### config.mk
export PLATFORM = sky130hd
export DESIGN_NAME = nmps_sqrt
export DESIGN_NICKNAME = d
export VERILOG_FILES = /design/src/rtl/core/normal_map_pixel_shade_defines.svh /design/src/rtl/core/nmps_pkg.sv /design/src/rtl/core/nmps_sqrt.sv
export SDC_FILE = /design/constraint.sdc
export NUM_CORES = 2
export LEC_CHECK = 0
export BUFFER_PORTS_ARGS = -buffer_cell sky130_fd_sc_hd__buf_2
export CORE_AREA = 2 2 452 454
export DETAILED_ROUTE_END_ITERATION = 8
export DIE_AREA = 0 0 454 456
export PLACE_DENSITY = 0.65
export SLEW_MARGIN = 10
export SYNTH_ARGS = -nofsm -noshare
export SYNTH_HDL_FRONTEND = slang
export SYNTH_SLANG_ARGS = --single-unit
### constraint.sdc
create_clock -name clk -period 4.3 [get_ports clk]
set_input_delay 0.215 -clock clk [delete_from_list [all_inputs] [get_ports clk]]
set_output_delay 0.215 -clock clk [all_outputs]
set_load 0.05 [all_outputs]
### src/rtl/core/normal_map_pixel_shade_defines.svh
// Assertion macros for the normal map pixel shader.
`ifndef NORMAL_MAP_PIXEL_SHADE_DEFINES_SVH
`define NORMAL_MAP_PIXEL_SHADE_DEFINES_SVH

`ifndef SYNTH
// Same-cycle implication, checked on every clock edge outside reset.
`define NMPS_ASSERT_IMPL(name, lhs, rhs) \
  name: assert property (@(posedge clk) disable iff (rst) (lhs) |-> (rhs)) \
    else $error("assertion failed");
// Next-cycle implication, checked on every clock edge outside reset.
`define NMPS_ASSERT_NEXT(name, lhs, rhs) \
  name: assert property (@(posedge clk) disable iff (rst) (lhs) |=> (rhs)) \
    else $error("assertion failed");
`else
`define NMPS_ASSERT_IMPL(name, lhs, rhs)
`define NMPS_ASSERT_NEXT(name, lhs, rhs)
`endif

`endif

### src/rtl/core/nmps_pkg.sv
// Shared constants and types for the normal map pixel shader.
package nmps_pkg;

  localparam int LIGHT_FRAC_BITS = 14;
  localparam int LIGHT_W = 16;
  localparam int CODE_W = 8;
  localparam int CH_W = 8;
  localparam int NRM_W = 9;
  localparam int SUMSQ_W = 18;
  localparam int PROD_W = NRM_W + LIGHT_W;
  localparam int ZTERM_W = CODE_W + LIGHT_FRAC_BITS;
  localparam int DOT_W = ((PROD_W > ZTERM_W + 1) ? PROD_W : ZTERM_W + 1) + 2;
  localparam int P_W = DOT_W - 1;
  localparam int PP_W = 2 * P_W;
  localparam int ROOT_W = P_W;

  localparam logic [LIGHT_W-1:0] LIGHT_RESET = 16'hF333;

  typedef struct packed {
    logic [CH_W-1:0] red;
    logic [CH_W-1:0] green;
    logic [CH_W-1:0] blue;
    logic [CH_W-1:0] alpha;
  } color_t;

  typedef struct packed {
    logic   valid;
    color_t color;
  } side_t;

endpackage

### src/rtl/core/nmps_sqrt.sv
// Pipelined integer square root, one root bit per stage.
module nmps_sqrt import nmps_pkg::*; (
  input  logic              clk,
  input  logic              rst,
  input  logic              en,
  input  side_t             side_in,
  input  logic [PP_W-1:0]   radicand,
  output side_t             side_out,
  output logic [ROOT_W-1:0] root
);

  localparam int RW = ROOT_W + 2;

  side_t             side [0:ROOT_W];
  logic [PP_W-1:0]   rad  [0:ROOT_W];
  logic [RW-1:0]     rem  [0:ROOT_W];
  logic [ROOT_W-1:0] rt   [0:ROOT_W];

  assign side[0] = side_in;
  assign rad[0]  = radicand;
  assign rem[0]  = '0;
  assign rt[0]   = '0;

  for (genvar k = 0; k < ROOT_W; k++) begin : g_stage
    logic [RW-1:0] shifted;
    logic [RW-1:0] trial;
    logic          ge;

    // Bring down two radicand bits and test against 4*root+1
    assign shifted = {rem[k][RW-3:0], rad[k][PP_W-1:PP_W-2]};
    assign trial   = {rt[k], 2'b01};
    assign ge      = shifted >= trial;

    always_ff @(posedge clk) begin
      if (rst) begin
        side[k+1].valid <= 1'b0;
      end else if (en) begin
        side[k+1].valid <= side[k].valid;
      end
      if (en) begin
        side[k+1].color <= side[k].color;
        rad[k+1] <= {rad[k][PP_W-3:0], 2'b00};
        rem[k+1] <= ge ? shifted - trial : shifted;
        rt[k+1]  <= {rt[k][ROOT_W-2:0], ge};
      end
    end
  end

  assign side_out = side[ROOT_W];
  assign root     = rt[ROOT_W];

endmodule

Yosys cells after proc, flatten, opt, wreduce, memory -nomap -nowiden
Cells that the tools add are included.
- register bits after elaboration: 2486
- logic and storage cells: 283
- output and inout port bits: 59
- add/subtract/negate cells: 25
- $lt $le $gt $ge: 26
- multiplexer cells: 25
- operators with widths (operator ; number):
    $mux W26 ; 24
    $ge A28 B10 Y1 ; 1
    $ge A28 B11 Y1 ; 1
    $ge A28 B12 Y1 ; 1
    $ge A28 B13 Y1 ; 1
    $ge A28 B14 Y1 ; 1
    $ge A28 B15 Y1 ; 1
    $ge A28 B16 Y1 ; 1
    $ge A28 B17 Y1 ; 1
    $ge A28 B18 Y1 ; 1
    $ge A28 B19 Y1 ; 1
    $ge A28 B20 Y1 ; 1
    $ge A28 B21 Y1 ; 1
    $ge A28 B22 Y1 ; 1
    $ge A28 B23 Y1 ; 1
    $ge A28 B24 Y1 ; 1
    $ge A28 B25 Y1 ; 1
    $ge A28 B26 Y1 ; 1
    $ge A28 B27 Y1 ; 1
    $ge A28 B3 Y1 ; 1
    $ge A28 B4 Y1 ; 1
    $ge A28 B5 Y1 ; 1
    $ge A28 B6 Y1 ; 1
    $ge A28 B7 Y1 ; 1
    29 further kinds ; 29

Longest topological paths before layout
- depth after elaboration: 2
- depth in mapped cells: 14

Least setup slack after synthesis
OpenSTA, ideal clock, no wires.
- path kind: reg2reg
- from: register rem, in the netlist g_stage[21].shifted[9]
- to: register rem, in the netlist g_stage[22].shifted[27], data pin
- arrival time: 2.762 ns
- path buffers: 0
- stages on the path, launching flop included: 11
- setup time: 0.260 ns
- clock period less this slack: 3.022 ns
- required time: 4.040 ns
- slack: 1.278 ns
- cells stage by stage: edfxtp_1 -> ha_1 -> and3_1 -> and4_1 -> a221o_1 -> a2111oi_0 -> o31ai_1 -> nand4_1 -> nand3_1 -> nor2_1 -> mux2_2
- word-level cells in the longest chain between the ends: 2
- ends and longest elaborated chain (element ; line ; source):
    start: declaration ; nmps_sqrt.sv:16 ; logic [RW-1:0] rem [0:ROOT_W];
    start signal: indexed assignment ; nmps_sqrt.sv:43 ; rem[k+1] <= ge ? shifted - trial : shifted;
    $sub A26 B23 Y26 or $ge A28 B23 Y1 (tied branches) ; nmps_sqrt.sv:43, nmps_sqrt.sv:32 ;
    $mux W26 * ; nmps_sqrt.sv:43 ;
Mark *: on every way between the ends. The rest lies on a longest branch, timed or not.
A chain may end at the register's enable or synchronous reset.

Worst setup path after layout
- from: register rem, in the netlist g_stage[13].shifted[5]
- to: register rem, in the netlist g_stage[14].shifted[19], data pin
- word-level cells in the longest chain between the ends: 2
- ends and longest elaborated chain (element ; line):
    $sub A26 B15 Y26 or $ge A28 B15 Y1 (tied branches) ; nmps_sqrt.sv:43, nmps_sqrt.sv:32
    $mux W26 * ; nmps_sqrt.sv:43
Marked as above.

==> metrics.cfg <==
[die]
die_area_um2=207000
die_w_um=454
rows=165
die_y_um=456
ioPinCount=147
start_util_pct=49.8
core_um2=202000

[route]
firstDrtPassIters=8
antenna_left=0
drc=0
via_per_inst=5.28
num_vias=52700
routed_wl_mm=170
wl_per_cell_um=17.0
drt_iter0_markers=4040

[synth]
synth.top_cell.area_share_pct=73.1
syn_inst=6582
ys_seq_elements=2474
synth_common_cells=edfxtp_1 (2448), inv_1 (456), nor2_1 (410), a21oi_1 (407), ha_1 (379)
synth_edf_count=2448
ys_async_sr_fraction_pct=0
syn_nets=7049
synth.distinct_cells=86
avgSynthCellArea_um2=15.3
yosysWarningCount=0
synth_ff_type=edfxtp_1
synthTopCellsByArea=edfxtp_1 (73%), ha_1 (4.7%), xnor2_1 (2.5%), a21oi_1 (2.0%), xor2_1 (1.9%)
yosysSeqAreaShare_pct=73.6
yosysTopAreaCell=edfxtp_1
synth_area_um2=101000
synthMostInstantiatedCell=edfxtp_1

[cts]
clk_pin_slew_ns=0.06
post_cts_resized=0
cts_sinks=2474
clock_latency_ns=0.90
cts_tree=done
h-tree-depth=5
clk_path_buf_depth=4
cts_setup_buffers=0
cts-root-buf=clkbuf_16
numCtsBuffers=280

[cells_and_area]
postLayoutCellArea_um2=115000
instances_no_fill=9991
multi_input_area_um2=24200
diodes=0
area_growth_syn_to_layout_pct=14.4
layout-drive-gt1-share_pct=9.78
fillers=15600
ff_latch_area_um2=74000
layout.nets=7593

[global_route]
grt-ovfl-total=0
grt_max_degree=163
gr-usage-all-layers_pct=16.4
grt_pass1_vias=52600
grt_pass1_wl_mm=275
grt_antenna_before_repair=9

[sta]
fin_crit_ns=3.56
setup_slack_ns=0.744
post-route-period-util_pct=82.7
skew_ns=0.0621
max_freq_mhz=281
setup_viol=0
hold_violations=0
worstMarginPinSlew_ns=0.972
grt_setup_unrepaired=no
max_slew_margin_pct=35.2
whs_ns=0.0857
tns_ns=0
slew_violations=0

[critical_path]
crit_chain=ha_1 > nand4_1 > a21oi_1 > o41ai_1 > a21oi_1 > a21o_1 > a21boi_1 > nand3b_1 > xnor2_1
slowest_stage=a21o_1
reg2reg_from=g_stage[13].shifted[5]
cp_slowest_stage_delay_ns=0.71
critPathArrivalTime_ns=4.16
rrSetupSlack_ns=0.74
crit_fanout=24
cp-startpoint=g_stage[13].shifted[5]
crit_family=compound AO/OA/AOI/OAI gates
criticalPathCategory=flop to flop
critPathCaptureType=flop
reg2regPathDepth=9
crit_cells=9
critPathRequiredTime_ns=4.91
cpMostUsedCell=a21oi_1
path_buf_inv=0
startpoint_type=flop

[flow_run]
cap_violations=0

[worst_hold_path]
hp-class=input pin to flop
hp-start=side_in[14]
whs_path_depth=2

[run_status]
outcome=finished clean

[placement]
post-place-ws_ns=0.829
place.gp.congestion=0.922
post_dp_cell_area_um2=105000
dp_cells=9352
hpwlAfterDp_mm=111
portBuffers=146

[power_and_ir_drop]
p_leak_nw=43.2
peakVddDrop_v=0.000399
power_density_nw_per_um2=541

## power by group
part	internal (mW)	total (mW)	leakage (nW)	switching (mW)
clock network	13.2	22.0	4.14	8.82
registers	29.7	30.9	23.9	1.27
logic	3.95	9.30	15.2	5.35
total	46.8	62.2	43.2	15.4
## registers in the layout, indices dropped and copies added (netlist names)
register,cells
root,26
g_stage.shifted,665
g_stage.trial,325
side_out,33
rad,600
side,825
## cell type report
type                    instances  area share, %
flip-flops and latches       2474           64.4
repair buffers                394           2.86
inverters                     458           1.49
clock inverters               123          0.839
multi-input cells            3518           21.0
clock buffers                 352           6.51
well taps                    2672           2.91
## what timing repair did
| item | CTS | global route |
|---|---|---|
| endpoints found under the setup margin | 0 | 0 |
| hold buffers | 164 | 0 |
| endpoints found under the hold margin | 181 | 0 |
## layer usage
layer  vias up  track usage (%)  routed length [um]
met1     25500             22.7               77300
met3       394             2.92                7700
li1      25700                -                   -
met4         2             6.03                5600
met2      1168             26.0               79400
met5         -                0                  13
## final timing paths
kind	to
max	g_stage[14].shifted[19]
min	side[839]
max reg2reg	g_stage[14].shifted[19]
min reg2reg	side[222]
## through the flow
stage | util, % | power [mW]
floorplan | - | 37.6
global route | 57.0 | 65.2
finish | 57.0 | 62.2
detailed placement | 52.0 | 40.5
CTS | 57.0 | 62.9
global placement | 52.0 | 40.3
## cells in the final DEF, fill, tap and decap left out, types with 35 or more instances in the layout
cell type,n
nor3_1,142
nand3_1,86
xnor2_1,284
o21ai_0,234
ha_1,379
inv_1,456
dlygate4sd3_1,164
mux2_2,73
mux2i_1,35
clkbuf_16,290
nor2b_1,62
nor4_1,58
edfxtp_1,2448
buf_2,145
clkinv_1,59
a21o_1,133
nand2b_1,79
or3_1,46
a21oi_1,406
nand4_1,56
buf_4,62
xor2_1,217
nand2_1,313
o21a_1,75
clkbuf_1,62
clkinv_2,39
nor2_1,410
## cell families after synthesis
kind of cell	Yosys count	share of synthesized area [%]
other	1	0.00373
muxes	108	1.17
AOI/OAI and AO/OA	1101	6.77
xor gates and xnor gates	501	4.36
adders and majority gates	379	4.72
DFF	2474	73.6
buffers and inverters	590	2.35
and+or+nand+nor	1428	7.00
Note: power is estimated with default switching activity, not from simulation.
