### src/rtl/core/normal_map_pixel_shade_defines.svh
// Assertion macros for the normal map pixel shader.
`ifndef NORMAL_MAP_PIXEL_SHADE_DEFINES_SVH
`define NORMAL_MAP_PIXEL_SHADE_DEFINES_SVH

`ifndef SYNTH
// Same-cycle implication, checked on every clock edge outside reset.
`define NMPS_ASSERT_IMPL(name, lhs, rhs) \
  name: assert property (@(posedge clk) disable iff (rst) (lhs) |-> (rhs)) \
    else $error("assertion failed");
// Next-cycle implication, checked on every clock edge outside reset.
`define NMPS_ASSERT_NEXT(name, lhs, rhs) \
  name: assert property (@(posedge clk) disable iff (rst) (lhs) |=> (rhs)) \
    else $error("assertion failed");
`else
`define NMPS_ASSERT_IMPL(name, lhs, rhs)
`define NMPS_ASSERT_NEXT(name, lhs, rhs)
`endif

`endif

### src/rtl/core/nmps_pkg.sv
// Shared constants and types for the normal map pixel shader.
package nmps_pkg;

  localparam int LIGHT_FRAC_BITS = 14;
  localparam int LIGHT_W = 16;
  localparam int CODE_W = 8;
  localparam int CH_W = 8;
  localparam int NRM_W = 9;
  localparam int SUMSQ_W = 18;
  localparam int PROD_W = NRM_W + LIGHT_W;
  localparam int ZTERM_W = CODE_W + LIGHT_FRAC_BITS;
  localparam int DOT_W = ((PROD_W > ZTERM_W + 1) ? PROD_W : ZTERM_W + 1) + 2;
  localparam int P_W = DOT_W - 1;
  localparam int PP_W = 2 * P_W;
  localparam int ROOT_W = P_W;

  localparam logic [LIGHT_W-1:0] LIGHT_RESET = 16'hF333;

  typedef struct packed {
    logic [CH_W-1:0] red;
    logic [CH_W-1:0] green;
    logic [CH_W-1:0] blue;
    logic [CH_W-1:0] alpha;
  } color_t;

  typedef struct packed {
    logic   valid;
    color_t color;
  } side_t;

endpackage

### src/rtl/core/nmps_shade.sv
// Channel scaling by intensity with saturation, and the output register.
module nmps_shade import nmps_pkg::*; (
  input  logic              clk,
  input  logic              rst,
  input  logic              en,
  input  side_t             side_in,
  input  logic [ROOT_W-1:0] inten,
  output side_t             side_out,
  output logic [CH_W-1:0]   red,
  output logic [CH_W-1:0]   green,
  output logic [CH_W-1:0]   blue
);

  localparam int MUL_W = CH_W + ROOT_W;

  side_t            side1;
  logic [MUL_W-1:0] mul_r, mul_g, mul_b;

  function automatic logic [CH_W-1:0] sat(input logic [MUL_W-1:0] m);
    logic [MUL_W-1:0] s;
    s = m >> LIGHT_FRAC_BITS;
    return (s > MUL_W'(2 ** CH_W - 1)) ? {CH_W{1'b1}} : s[CH_W-1:0];
  endfunction

  // Multiply each channel by the intensity
  always_ff @(posedge clk) begin
    if (rst) begin
      side1.valid <= 1'b0;
    end else if (en) begin
      side1.valid <= side_in.valid;
    end
    if (en) begin
      side1.color <= side_in.color;
      mul_r <= side_in.color.red * inten;
      mul_g <= side_in.color.green * inten;
      mul_b <= side_in.color.blue * inten;
    end
  end

  // Scale down, saturate and hold for the consumer
  always_ff @(posedge clk) begin
    if (rst) begin
      side_out.valid <= 1'b0;
    end else if (en) begin
      side_out.valid <= side1.valid;
    end
    if (en) begin
      side_out.color <= side1.color;
      red   <= sat(mul_r);
      green <= sat(mul_g);
      blue  <= sat(mul_b);
    end
  end

endmodule

### config.mk
export PLATFORM = sky130hd
export DESIGN_NAME = nmps_shade
export DESIGN_NICKNAME = d
export VERILOG_FILES = /design/src/rtl/core/normal_map_pixel_shade_defines.svh /design/src/rtl/core/nmps_pkg.sv /design/src/rtl/core/nmps_shade.sv
export SDC_FILE = /design/constraint.sdc
export NUM_CORES = 1
export LEC_CHECK = 0
export BUFFER_PORTS_ARGS = -buffer_cell sky130_fd_sc_hd__buf_2
export CAP_MARGIN = 20
export CORE_AREA = 3 3 172 216
export CTS_CLUSTER_SIZE = 20
export DETAILED_ROUTE_END_ITERATION = 12
export DIE_AREA = 0 0 175 219
export PLACE_DENSITY = 0.84
export SKIP_CTS_REPAIR_TIMING = 1
export SLEW_MARGIN = 20
export SYNTH_ARGS = -nofsm -noshare
export SYNTH_HDL_FRONTEND = slang
export SYNTH_SLANG_ARGS = --single-unit
### constraint.sdc
create_clock -name clk -period 14.8 [get_ports clk]
set_input_delay 2.96 -clock clk [delete_from_list [all_inputs] [get_ports clk]]
set_output_delay 2.96 -clock clk [all_outputs]
set_load 0.05 [all_outputs]
# After elaboration in Yosys (flattened, before gate mapping)
# Cells that the tools add are included.
# W data, S select, Z words.
dict set report totals {
  register_bits 192
  latchBits 0
  ram_bits 0
  mem_bits_ro 0
  in_bits 62
  out_inout_bits 57
  word_cells 22
  n_memories 0
}
dict set report op_classes {
  n_addsub 0
  mul 3
  div_mod_pow 0
  magnitude_cmp 3
  eq_ne 0
  shifts 0
  muxes 0
  bitwise_logic 0
  n_reduce_logical 0
}
# operator n
set op_table {}
lappend op_table {{$mul A8 B26 Y34} 3}
lappend op_table {{$gt A20 B8 Y1 const B} 3}

# Longest topological paths before layout
dict set report logic_depth {
  word_depth 1
  mapped_depth 20
}

# Worst setup path before layout
# Ideal clock, no wire load.
dict set report synth_timing {
  path_kind {input-to-reg}
  startpoint {input inten[0]}
  endpoint {register mul_r[31], data pin}
  arrival_time_ns 7.342
  t_required_ns 14.542
  path_slack_ns 7.200
  path_stages 17
  path_buffers 2
  cell_sequence {clkbuf_1 > clkbuf_1 > nand2_1 > fa_1 > fa_1 > inv_1 > fa_1 > fa_1 > ha_1 > o21ai_0 > o221ai_1 > a221o_1 > a31oi_4 > a21oi_2 > a221o_1 > a221o_1 > xor2_1}
}
dict set report synth_via {
  elab_chain_len 1
}
# element line_no
set synth_rtl {}
lappend synth_rtl {{from (decl)} nmps_shade.sv:7} ;# input logic [ROOT_W-1:0] inten,
lappend synth_rtl {{$mul A8 B26 Y34} nmps_shade.sv:34} ;# mul_r <= side_in.color.red * inten;
lappend synth_rtl {{to (signal assigned)} nmps_shade.sv:34}
lappend synth_rtl {{to (decl)} nmps_shade.sv:17} ;# logic [MUL_W-1:0] mul_r, mul_g, mul_b;
# Every way passes these cells.
# A chain may end at the register's enable or synchronous reset.

# Final worst setup path
dict set report layout_timing {
  startpoint {input side_in[27] (netlist name)}
  endpoint {register mul_r[31], data pin}
}
dict set report layout_via {
  elab_chain_len 1
}
# element line_no
set layout_rtl {}
lappend layout_rtl {{from (decl)} nmps_shade.sv:6} ;# input side_t side_in,
lappend layout_rtl {{$mul A8 B26 Y34} nmps_shade.sv:34}
# Every way passes these cells.

==> impl_metrics.toml <==
[outcome]
outcome = "finished clean"

[timing]
clock_skew_ns = 0.0131
setup_tns_ns = 0
setup_violations = 0
slew_viol_final = 0
min_period_over_period = 0.523
hold_viol = 0
whs_ns = 0.411
finalWorstSetupSlack_ns = 7.06
fmax_mhz = 129
slew_headroom = 0.366
worst_pin_slew_ns = 0.951
rsz0062_at_grt = "false"
period_minus_slack_ns = 7.74

[finish]
drive_above_1_share = 0.0816
fin_cells = 2730
nets = 2886
flow.area_growth_from_synthesis_pct = 6.23

[logic_synthesis]
synth_edf_count = 148
ys.flop_type = "edfxtp_1"
synth_async_sr_flop_share = 0
synth_nets = 2850
synth_seq_area_share = 0.197
synth_area_leaders = "fa_1 38%, edfxtp_1 20%, and2_1 13%, ha_1 8.4%, inv_1 6.0%"
synth-seq-cells = 150
avgSynthCellArea_um2 = 10.3
synth.cell_area_mm2 = 0.0228
synth_cells = 2206
yosysTopAreaCell = "fa_1"
synthDistinctLibCells = 58
synth.top_cell.area_share = 0.377
yosysWarnings = 0

[setup_path]
crit_path_top_delay_cell = "fa_1"
r2r_setup_slack_ns = 13.14
arrival_ns = 7.95
setup.worst_path.start_class = "input port"
worst-setup-path-type = "in2reg"
worstSetupStartpoint = "side_in[27]"
end_kind = "flop"
reg2reg_to = "green[4]$_SDFFCE_PN1P_"
worstReg2RegStart = "mul_g[33]$_DFFE_PP_"
path_max_fanout = 27
critical_path.top_delay_family = "adder cells"
r2r_cells = 3
slowest_delay_ns = 0.51
path_cells = "buf_2 > and2_1 > fa_1 > fa_1 > fa_1 > inv_1 > fa_1 > inv_1 > ha_1 > a211oi_1 > o21ai_0 > a32o_1 > a31oi_4 > a21oi_2 > a221o_1 > a221o_1 > xor2_1"
setup.worst_path.end = "mul_r[31]$_DFFE_PP_"
cp_num_buf_inv = 3
crit_path_frequent_cell = "fa_1"
cp.depth = 17
cp_data_required_time_ns = 15.01

[cts]
cts_max_level = 4
clockRootBuffer = "clkbuf_16"
cts_buffer_depth = 2
cts.sinks = 150
path_clk_slew_ns = 0.07
cts_buffers = 17
cts_tree = "built"
insertion_delay_ns = 0.46

[min_path]
hold_class = "reg2reg"
hp-start = "side1[8]$_DFFE_PP_"

[power]
p_clk_frac = 0.122
p_int_mw = 2.03
power.leakage_nw = 11.5
switching_share = 0.449
peakVddDrop_mv = 0.0942
power.density_mw_per_mm2 = 152
p_comb_frac = 0.685
power.switching_mw = 1.65
share_seq_of_total_power = 0.194

[routing]
wire_per_inst_um = 17.7
drtIter0Drc = 1091
routed_wl_um = 48300
dr_total_vias = 15725
drtAntennaViolNets = 0
dr.pass1.iters = 6
vias_per_cell = 5.76
drc = 0

[grt]
grt_max_degree = 77
grt_pass1_wl_um = 82400
grtUsageTotal = 0.270
overflow = 0
grt_antenna_before_repair = 1
first_global_vias = 17599

[floorplan]
die_w_um = 175
core_area_mm2 = 0.0353
ios = 119
die_h_um = 219
dieArea_mm2 = 0.0383
initial_core_util = 0.646
rows = 77

[job]
maxCapViolations = 0

[placed_design]
dpl.hpwl_um = 36400
port_buffers = 118
dp_worst_setup_slack_ns = 6.62
dp.cells = 2697
routabilityCongestion = 0.860
cell type report:
| type | count | area [um2] |
|---|---|---|
| Sequential cell | 150 | 4480 |
| Tap cell | 474 | 593 |
| Clock inverter | 14 | 173 |
| Fill cell | 2629 | 11100 |
| Timing Repair Buffer | 119 | 604 |
| Antenna cell | 1 | 2.50 |
| Multi-Input combinational cell | 1588 | 16500 |
| Clock buffer | 18 | 429 |
| Inverter | 366 | 1370 |
cell usage in the layout (no fill, tap or decap), types with 24 or more instances in the layout:
| master | n |
|---|---|
| or2_2 | 28 |
| nand2_1 | 168 |
| edfxtp_1 | 148 |
| a21oi_1 | 51 |
| and2_1 | 478 |
| fa_1 | 429 |
| xnor2_1 | 26 |
| buf_2 | 117 |
| xor2_1 | 27 |
| inv_1 | 366 |
| o21ai_0 | 24 |
| ha_1 | 153 |
| a21o_1 | 29 |
| nor2_1 | 27 |
sequential cells by signal, indices dropped and copies added (netlist names):
name / cells
mul_r: 20
red: 8
mul_g: 20
side1: 33
green: 8
side_out: 33
blue: 8
mul_b: 20
worst min-delay path by stage:
| stage | depth (start not counted) | endpoint | slack, ns |
|---|---|---|---|
| 3_5_place_dp | 0 | side_out[12]$_DFFE_PP_ | 0.40 |
| 4_1_cts | 0 | side_out[8]$_DFFE_PP_ | 0.42 |
| 3_3_place_gp | 0 | side_out[16]$_DFFE_PP_ | 0.40 |
| 2_1_floorplan | 0 | side_out[0]$_DFFE_PP_ | 0.40 |
| 6_report | 0 | side_out[8]$_DFFE_PP_ | 0.41 |
| 5_1_grt | 0 | side_out[19]$_DFFE_PP_ | 0.42 |
through the flow:
stage / utilization / total power [mW] / area [um2]
after floorplan: - / 2.66 / 22800
after detailed placement: 0.669 / 3.22 / 23600
after global placement: 0.669 / 3.10 / 23600
after CTS: 0.686 / 3.70 / 24200
final: 0.686 / 3.68 / 24200
after global routing: 0.686 / 4.06 / 24200
power by group through the flow:
| stage | logic [mW] | registers, mW | clock network [mW] |
|---|---|---|---|
| finish | 2.52 | 0.712 | 0.448 |
| global route | 2.86 | 0.722 | 0.476 |
| CTS | 2.53 | 0.713 | 0.458 |
| detailed placement | 2.50 | 0.721 | 0 |
| global placement | 2.38 | 0.717 | 0 |
| floorplan | 1.92 | 0.739 | 0 |
cells in the mapped netlist, types with 6 or more instances:
cell / number
or2_2: 28
clkbuf_1: 102
and2_1: 478
and3_1: 7
nand4_1: 12
a21oi_1: 51
inv_1: 366
nor4_1: 10
o21a_1: 6
a21o_1: 29
o21ai_1: 7
nor2_1: 27
nand3_1: 17
nor3_1: 8
xor2_1: 27
xnor2_1: 26
o21ai_0: 24
fa_1: 429
nand2_1: 168
edfxtp_1: 148
a211oi_1: 13
ha_1: 153
cell families (layout without fill, tap and decap cells):
family / count (synthesis) / count (layout) / synth area share
flops: 150 / 150 / 0.197
xor+xnor: 53 / 53 / 0.0204
other cells: 0 / 1 / 0
buf+inv: 468 / 517 / 0.0771
compound gates: 179 / 179 / 0.0535
simple gates: 772 / 772 / 0.190
mux: 2 / 2 / 0.000879
fa+ha+maj: 582 / 582 / 0.461
per-layer routing:
layer,track usage,share of wire,up-vias
met4,0.117,0.041,0
li1,-,-,6919
met3,0.0434,0.057,149
met1,0.309,0.37,8088
met2,0.499,0.54,569
met5,0,0,-
Power figures use the tool's default switching activity.
