==> src/rtl/core/normal_map_pixel_shade_defines.svh <==
// Assertion macros for the normal map pixel shader.
`ifndef NORMAL_MAP_PIXEL_SHADE_DEFINES_SVH
`define NORMAL_MAP_PIXEL_SHADE_DEFINES_SVH

`ifndef SYNTH
// Same-cycle implication, checked on every clock edge outside reset.
`define NMPS_ASSERT_IMPL(name, lhs, rhs) \
  name: assert property (@(posedge clk) disable iff (rst) (lhs) |-> (rhs)) \
    else $error("assertion failed");
// Next-cycle implication, checked on every clock edge outside reset.
`define NMPS_ASSERT_NEXT(name, lhs, rhs) \
  name: assert property (@(posedge clk) disable iff (rst) (lhs) |=> (rhs)) \
    else $error("assertion failed");
`else
`define NMPS_ASSERT_IMPL(name, lhs, rhs)
`define NMPS_ASSERT_NEXT(name, lhs, rhs)
`endif

`endif

==> src/rtl/core/nmps_pkg.sv <==
// Shared constants and types for the normal map pixel shader.
package nmps_pkg;

  localparam int LIGHT_FRAC_BITS = 14;
  localparam int LIGHT_W = 16;
  localparam int CODE_W = 8;
  localparam int CH_W = 8;
  localparam int NRM_W = 9;
  localparam int SUMSQ_W = 18;
  localparam int PROD_W = NRM_W + LIGHT_W;
  localparam int ZTERM_W = CODE_W + LIGHT_FRAC_BITS;
  localparam int DOT_W = ((PROD_W > ZTERM_W + 1) ? PROD_W : ZTERM_W + 1) + 2;
  localparam int P_W = DOT_W - 1;
  localparam int PP_W = 2 * P_W;
  localparam int ROOT_W = P_W;

  localparam logic [LIGHT_W-1:0] LIGHT_RESET = 16'hF333;

  typedef struct packed {
    logic [CH_W-1:0] red;
    logic [CH_W-1:0] green;
    logic [CH_W-1:0] blue;
    logic [CH_W-1:0] alpha;
  } color_t;

  typedef struct packed {
    logic   valid;
    color_t color;
  } side_t;

endpackage

==> src/rtl/core/nmps_front.sv <==
// Front stages: decode normal, dot with light, sum of squares, square of dot.
module nmps_front import nmps_pkg::*; (
  input  logic                       clk,
  input  logic                       rst,
  input  logic                       en,
  input  side_t                      side_in,
  input  logic [CODE_W-1:0]          x_code,
  input  logic [CODE_W-1:0]          y_code,
  input  logic [CODE_W-1:0]          z_code,
  input  logic signed [LIGHT_W-1:0]  light_x,
  input  logic signed [LIGHT_W-1:0]  light_y,
  output side_t                      side_out,
  output logic [PP_W-1:0]            pp,
  output logic [SUMSQ_W-1:0]         sumsq
);

  logic signed [NRM_W:0]   nx_wide, ny_wide;
  logic signed [NRM_W-1:0] nx, ny;

  side_t                    side1, side2;
  logic signed [PROD_W-1:0] prod_x, prod_y;
  logic [ZTERM_W-1:0]       zterm;
  logic [SUMSQ_W-1:0]       sq_x, sq_y, sq_z;
  logic signed [DOT_W-1:0]  dot;
  logic [P_W-1:0]           p;
  logic [SUMSQ_W-1:0]       sumsq2;

  // Decode 2v-255 as 2v+1-256
  assign nx_wide = $signed({1'b0, x_code, 1'b1}) - $signed({1'b0, 1'b1, {CODE_W{1'b0}}});
  assign ny_wide = $signed({1'b0, y_code, 1'b1}) - $signed({1'b0, 1'b1, {CODE_W{1'b0}}});
  assign nx = nx_wide[NRM_W-1:0];
  assign ny = ny_wide[NRM_W-1:0];

  // Stage one: products and squares
  always_ff @(posedge clk) begin
    if (rst) begin
      side1.valid <= 1'b0;
    end else if (en) begin
      side1.valid <= side_in.valid;
    end
    if (en) begin
      side1.color <= side_in.color;
      prod_x <= nx * light_x;
      prod_y <= ny * light_y;
      zterm  <= {z_code, {LIGHT_FRAC_BITS{1'b0}}};
      sq_x   <= SUMSQ_W'(nx * nx);
      sq_y   <= SUMSQ_W'(ny * ny);
      sq_z   <= SUMSQ_W'(z_code * z_code);
    end
  end

  // Stage two: dot product clamped at zero, sum of squares
  assign dot = DOT_W'(prod_x) + DOT_W'(prod_y) + $signed(DOT_W'(zterm));

  always_ff @(posedge clk) begin
    if (rst) begin
      side2.valid <= 1'b0;
    end else if (en) begin
      side2.valid <= side1.valid;
    end
    if (en) begin
      side2.color <= side1.color;
      p      <= (dot > 0) ? dot[P_W-1:0] : '0;
      sumsq2 <= sq_x + sq_y + sq_z;
    end
  end

  // Stage three: square of the dot product
  always_ff @(posedge clk) begin
    if (rst) begin
      side_out.valid <= 1'b0;
    end else if (en) begin
      side_out.valid <= side2.valid;
    end
    if (en) begin
      side_out.color <= side2.color;
      pp    <= p * p;
      sumsq <= sumsq2;
    end
  end

endmodule

==> config.mk <==
export PLATFORM = sky130hd
export DESIGN_NAME = nmps_front
export DESIGN_NICKNAME = d
export VERILOG_FILES = /design/src/rtl/core/normal_map_pixel_shade_defines.svh /design/src/rtl/core/nmps_pkg.sv /design/src/rtl/core/nmps_front.sv
export SDC_FILE = /design/constraint.sdc
export NUM_CORES = 2
export LEC_CHECK = 0
export BUFFER_PORTS_ARGS = -buffer_cell sky130_fd_sc_hd__buf_2
export CORE_MARGIN = 5
export CORE_UTILIZATION = 43
export DETAILED_ROUTE_END_ITERATION = 8
export HOLD_SLACK_MARGIN = 0.08
export SLEW_MARGIN = 15
export SYNTH_ARGS = -nofsm -noshare
export SYNTH_HDL_FRONTEND = slang
export SYNTH_SLANG_ARGS = --single-unit
==> constraint.sdc <==
create_clock -name clk -period 8.7 [get_ports clk]
set_input_delay 1.74 -clock clk [delete_from_list [all_inputs] [get_ports clk]]
set_output_delay 1.74 -clock clk [all_outputs]
set_load 0.005 [all_outputs]
## Word level (Yosys, flattened, before mapping)

Cells that the tools add are included.
Widths: inputs -> output; s select.

| storage, ports and cells | value |
|---|---|
| bits in latches | 0 |
| output and inout port bits | 103 |
| register bits after elaboration | 323 |
| bits in read-only memories | 0 |
| memories | 0 |
| memory bits (writable) | 0 |

| operators by class | value |
|---|---|
| add/sub/neg operators | 6 |
| shift-type cells | 0 |
| mux-type cells | 0 |
| equal/unequal tests | 0 |
| multipliers | 6 |
| div/mod/pow operators | 0 |
| bitwise logic cells | 0 |
| magnitude comparators | 1 |
| reductions and logical operators | 0 |

Operators with widths:

| cell | number |
|---|---|
| $mul 26x26->52 | 1 |
| $mul 9x16->25 | 2 |
| $mul 9x9->18 | 2 |
| $add 26x23->27 | 1 |
| $gt 27x1->1 const B | 1 |
| $add 25x25->26 | 1 |
| $add 18x16->18 | 1 |
| $add 18x18->18 | 1 |
| $sub 9x9->9 const B | 2 |
| $mul 8x8->16 | 1 |

## Longest topological paths before layout

| logic depth | value |
|---|---|
| word-level depth | 3 |
| mapped depth | 28 |
| depth with buffers taken out | 26 |

## Worst setup path after synthesis

Ideal clock, no wire load.

| path | value |
|---|---|
| kind | input -> register |
| start | input x_code[2] |
| end | register prod_x[24], data pin |
| data required time | 8441 ps |
| buffers on the path | 2 |
| library setup time | 259 ps |
| cell stages on the path | 21 |
| path slack | 1555 ps |
| arrival | 6886 ps |
| cell sequence | clkbuf_1 > inv_1 > buf_1 > nor2_1 > fa_1 > inv_1 > fa_1 > fa_1 > inv_1 > fa_1 > ha_1 > ha_1 > a21o_1 > a21oi_1 > o21bai_1 > or3_1 > nor3_1 > nor3_1 > a2111oi_0 > a21oi_1 > xnor2_1 |

| on the way | value |
|---|---|
| longest elaborated chain between the ends | 2 |

Ends and longest elaborated chain:

| what | RTL line | source |
|---|---|---|
| start, declared | nmps_front.sv:7 | `input logic [CODE_W-1:0] x_code,` |
| $sub 9x9->9 | nmps_front.sv:29 | `assign nx_wide = $signed({1'b0, x_code, 1'b1}) - $signed({1'b0, 1'b1, {CODE_W{1'b0}}});` |
| $mul 9x16->25 | nmps_front.sv:43 | `prod_x <= nx * light_x;` |
| end signal, assigned | nmps_front.sv:43 |  |
| end, declared | nmps_front.sv:21 | `logic signed [PROD_W-1:0] prod_x, prod_y;` |

No other way between the ends.
A chain may end at the register's enable or synchronous reset.

## Worst setup path after layout

| path | value |
|---|---|
| start | register p[4] |
| end | register pp[48], data pin |

| on the way | value |
|---|---|
| longest elaborated chain between the ends | 1 |

Ends and longest elaborated chain:

| what | RTL line | source |
|---|---|---|
| start, declared | nmps_front.sv:25 | `logic [P_W-1:0] p;` |
| start signal, assigned | nmps_front.sv:63 | `p <= (dot > 0) ? dot[P_W-1:0] : '0;` |
| $mul 26x26->52 | nmps_front.sv:77 | `pp <= p * p;` |
| end signal, assigned | nmps_front.sv:77 |  |
| end, declared | nmps_front.sv:13 | `output logic [PP_W-1:0] pp,` |

No other way between the ends.

==> flow_summary.toml <==
[die]
die-area_mm2 = 0.118
floorplan.core_area_mm2 = 0.110
initial_core_util = 0.432
boundaryPins = 195
dieWidth_um = 343
rows = 122
die_h_um = 343

[placement]
hpwl_mm = 87.6
post_dp_cell_area_mm2 = 0.0504
io_buffers = 192
place_congestion = 0.867

[logic_synthesis]
synthesis.instances = 4627
async_sr_flop_fraction = 0
yosysMostFrequentCell = "sky130_fd_sc_hd__inv_1"
postSynthRegisterBits = 314
dominantRegCellSynth = "sky130_fd_sc_hd__edfxtp_1"
mappedNetlistNets = 6105
synth_top_cells_by_area = "sky130_fd_sc_hd__fa_1, sky130_fd_sc_hd__edfxtp_1, sky130_fd_sc_hd__ha_1, sky130_fd_sc_hd__inv_1, sky130_fd_sc_hd__nand2_1"
avgSynthCellArea_um2 = 10.3
synthDominantAreaCellType = "sky130_fd_sc_hd__fa_1"
post_synth_num_cell_types = 63
synth-seq-area-share = 0.197
yosys_warnings = 0
synth-edff-count = 311
synth_commonest_cells = "sky130_fd_sc_hd__inv_1, sky130_fd_sc_hd__fa_1, sky130_fd_sc_hd__ha_1, sky130_fd_sc_hd__nand2_1, sky130_fd_sc_hd__edfxtp_1"
post_synth_instance_area_mm2 = 0.0477
yosysTopAreaCellShare = 0.386

[routing]
num_vias = 30600
drt_iter0_markers = 1468
drt-total-wl_mm = 104
routed_antenna_nets = 0
remaining_drc_errors = 0
drt-vias-per-instance = 4.84
drt-wirelength-per-cell_um = 16.4
first_pass_iters = 5

[critical_path]
critPathMostFrequentCell = "sky130_fd_sc_hd__fa_1"
worstPathArrival_ns = 8.23
cp.required_ns = 9.03
critical_path.slowest_cell = "sky130_fd_sc_hd__edfxtp_1"
slowest_stage_delay_on_critical_path_ns = 0.69
worst_setup_path_end_kind = "flop"
cp_max_fo = 15
regToRegSetupSlack_ns = 0.80
ff2ff_path_depth = 24
critical_path.reg2reg.startpoint = "p[4]"
timing_worst_setup_path_type = "flop to flop"
worstSetupStartpointType = "flop"
cell_by_cell_trace_of_the_critical_path = "buf_4 > and2_1 > inv_1 > fa_1 > inv_1 > fa_1 > fa_1 > ha_1 > inv_1 > fa_1 > inv_1 > fa_1 > fa_1 > ha_1 > nand3_1 > a211oi_1 > o2111ai_1 > a211oi_1 > o211ai_1 > buf_4 > a31oi_1 > a221oi_1 > o31ai_1 > xor2_1"
worstSetupStartpoint = "p[4]"
endpoint = "pp[48]"
rr_endpoint = "pp[48]"

[final_layout]
layout.core_utilization = 0.469
storage_element_area_mm2 = 0.00940
syn_to_final_growth_pct = 8.52
finish.net_count = 6265
proportion_of_layout_cells_with_a_drive_suffix_above_1 = 0.0739
post-route-cell-area_mm2 = 0.0518
multi_input_comb_area_mm2 = 0.0333
layout.filler_cells = 10300

[timing]
fin_crit_sh = 0.908
grt_setup_unrepaired = "false"
tightest_slew_ns = 1.17
timing.final.setup_violations = 0
timing.final.hold_violations = 0
fin_skew_ns = 0.0333
slew_headroom = 0.218
top_achievable_clock_speed_ghz = 0.127
totalNegativeSetupSlack_ns = 0
drv_slew = 0
finalWorstPathRequiredPeriod_ns = 7.90

[clocking]
tritoncts = "yes"
ctsLongestPathBuffers = 3
cts_htree_levels = 2
cts.repair.resized = 0
ctsHoldBuffers = 0
clock_sink_count = 314
cts_bufs_inserted = 41
cts.repair_timing.setup_buffer_count = 0
clkLatencyLatePin_ns = 0.59
root_buffer = "sky130_fd_sc_hd__clkbuf_16"
clkSlewWorstSetupHoldPaths_ns = 0.07

[grt]
grt_pass1_vias = 33500
grt_max_degree = 94
grt_antenna_before_repair = 13
grt-ovfl-total = 0
wire_length_of_the_first_global_routing_pass_mm = 174
groute.usage.overall = 0.184

[outcome]
status = "complete, no violations"

[worst_hold_path]
timing.hold.worst.class = "flop to flop"

[run]
max-cap-violations = 0
## state kept, by name, indices dropped and copies added, names as in the netlist
name,flops
pp,51
side1,33
side2,33
side_out,33
p,26
prod_x,25
prod_y,25
sumsq2,17
sumsq,17
sq_x,16
sq_y,16
sq_z,15
zterm,7
## metal layers
metal / routed length [µm] / GRT usage
met1: 45600 / 0.242
met5: 27 / 0
met4: 1900 / 0.0353
met3: 4020 / 0.0258
met2: 52300 / 0.326
## worst max-delay path: cells and delay by family (launching register included)
family	cells	cell delay [ns]
AO/OA/AOI/OAI	7	2.28
XOR/XNOR	1	0.10
adder cells (fa/ha/maj)	8	3.57
buffers and inverters	6	0.72
flip-flops	1	0.69
AND/OR/NAND/NOR	2	0.30
## worst min path at each step
stage / from / endpoint / slack (ns) / depth (start not counted)
floorplan: side1[0] / side2[0] / 0.40 / 0
global placement: side2[23] / side_out[23] / 0.40 / 0
detailed placement: side1[11] / side2[11] / 0.40 / 0
CTS: side2[28] / side_out[28] / 0.42 / 0
global route: sumsq2[10] / sumsq[10] / 0.42 / 0
finish: sumsq2[5] / sumsq[5] / 0.41 / 0
## per-stage QoR
step	std cells	hold slack (ns)	worst slack, ns
4_1_cts	6308	0.415	0.832
3_3_place_gp	6232	0.400	0.920
2_1_floorplan	4627	0.400	1.56
3_5_place_dp	6232	0.405	0.849
6_report	6314	0.413	0.799
5_1_grt	6310	0.418	0.409
## kinds of logic after synthesis
group | count (synthesis) | share of synthesized area
adder cells (fa/ha/maj) | 1386 | 0.508
buffers and inverters | 1331 | 0.105
AND/OR/NAND/NOR | 1018 | 0.100
AO/OA/AOI/OAI | 378 | 0.0524
flip-flops | 314 | 0.197
XOR/XNOR | 189 | 0.0347
multiplexers | 9 | 0.00194
other | 2 | 0.000157
## area by class of cell
cell class	count	area share
well taps	1488	0.0360
clock inverters	24	0.00440
diodes	6	0.000290
repair buffers	236	0.0251
multi-input cells	2982	0.643
inverters	1212	0.0879
flip-flops and latches	314	0.182
clock buffers	52	0.0216
## layout by cell type, fill, tap and decap left out, drive strengths merged, types with 28 or more instances in the layout
cell / n
inv: 1220
fa: 921
ha: 465
nand2: 381
edfxtp: 311
buf: 236
nor2: 223
and2: 191
xnor2: 142
a21oi: 117
o21ai: 54
clkbuf: 52
or2: 50
a21o: 49
xor2: 47
nor3: 37
nand3: 31
nor2b: 29
o21bai: 29
o21a: 28
Power is left out: the tool's default activity adds up to more than one toggle a clock period on the data nets, which glitch-free logic cannot reach.
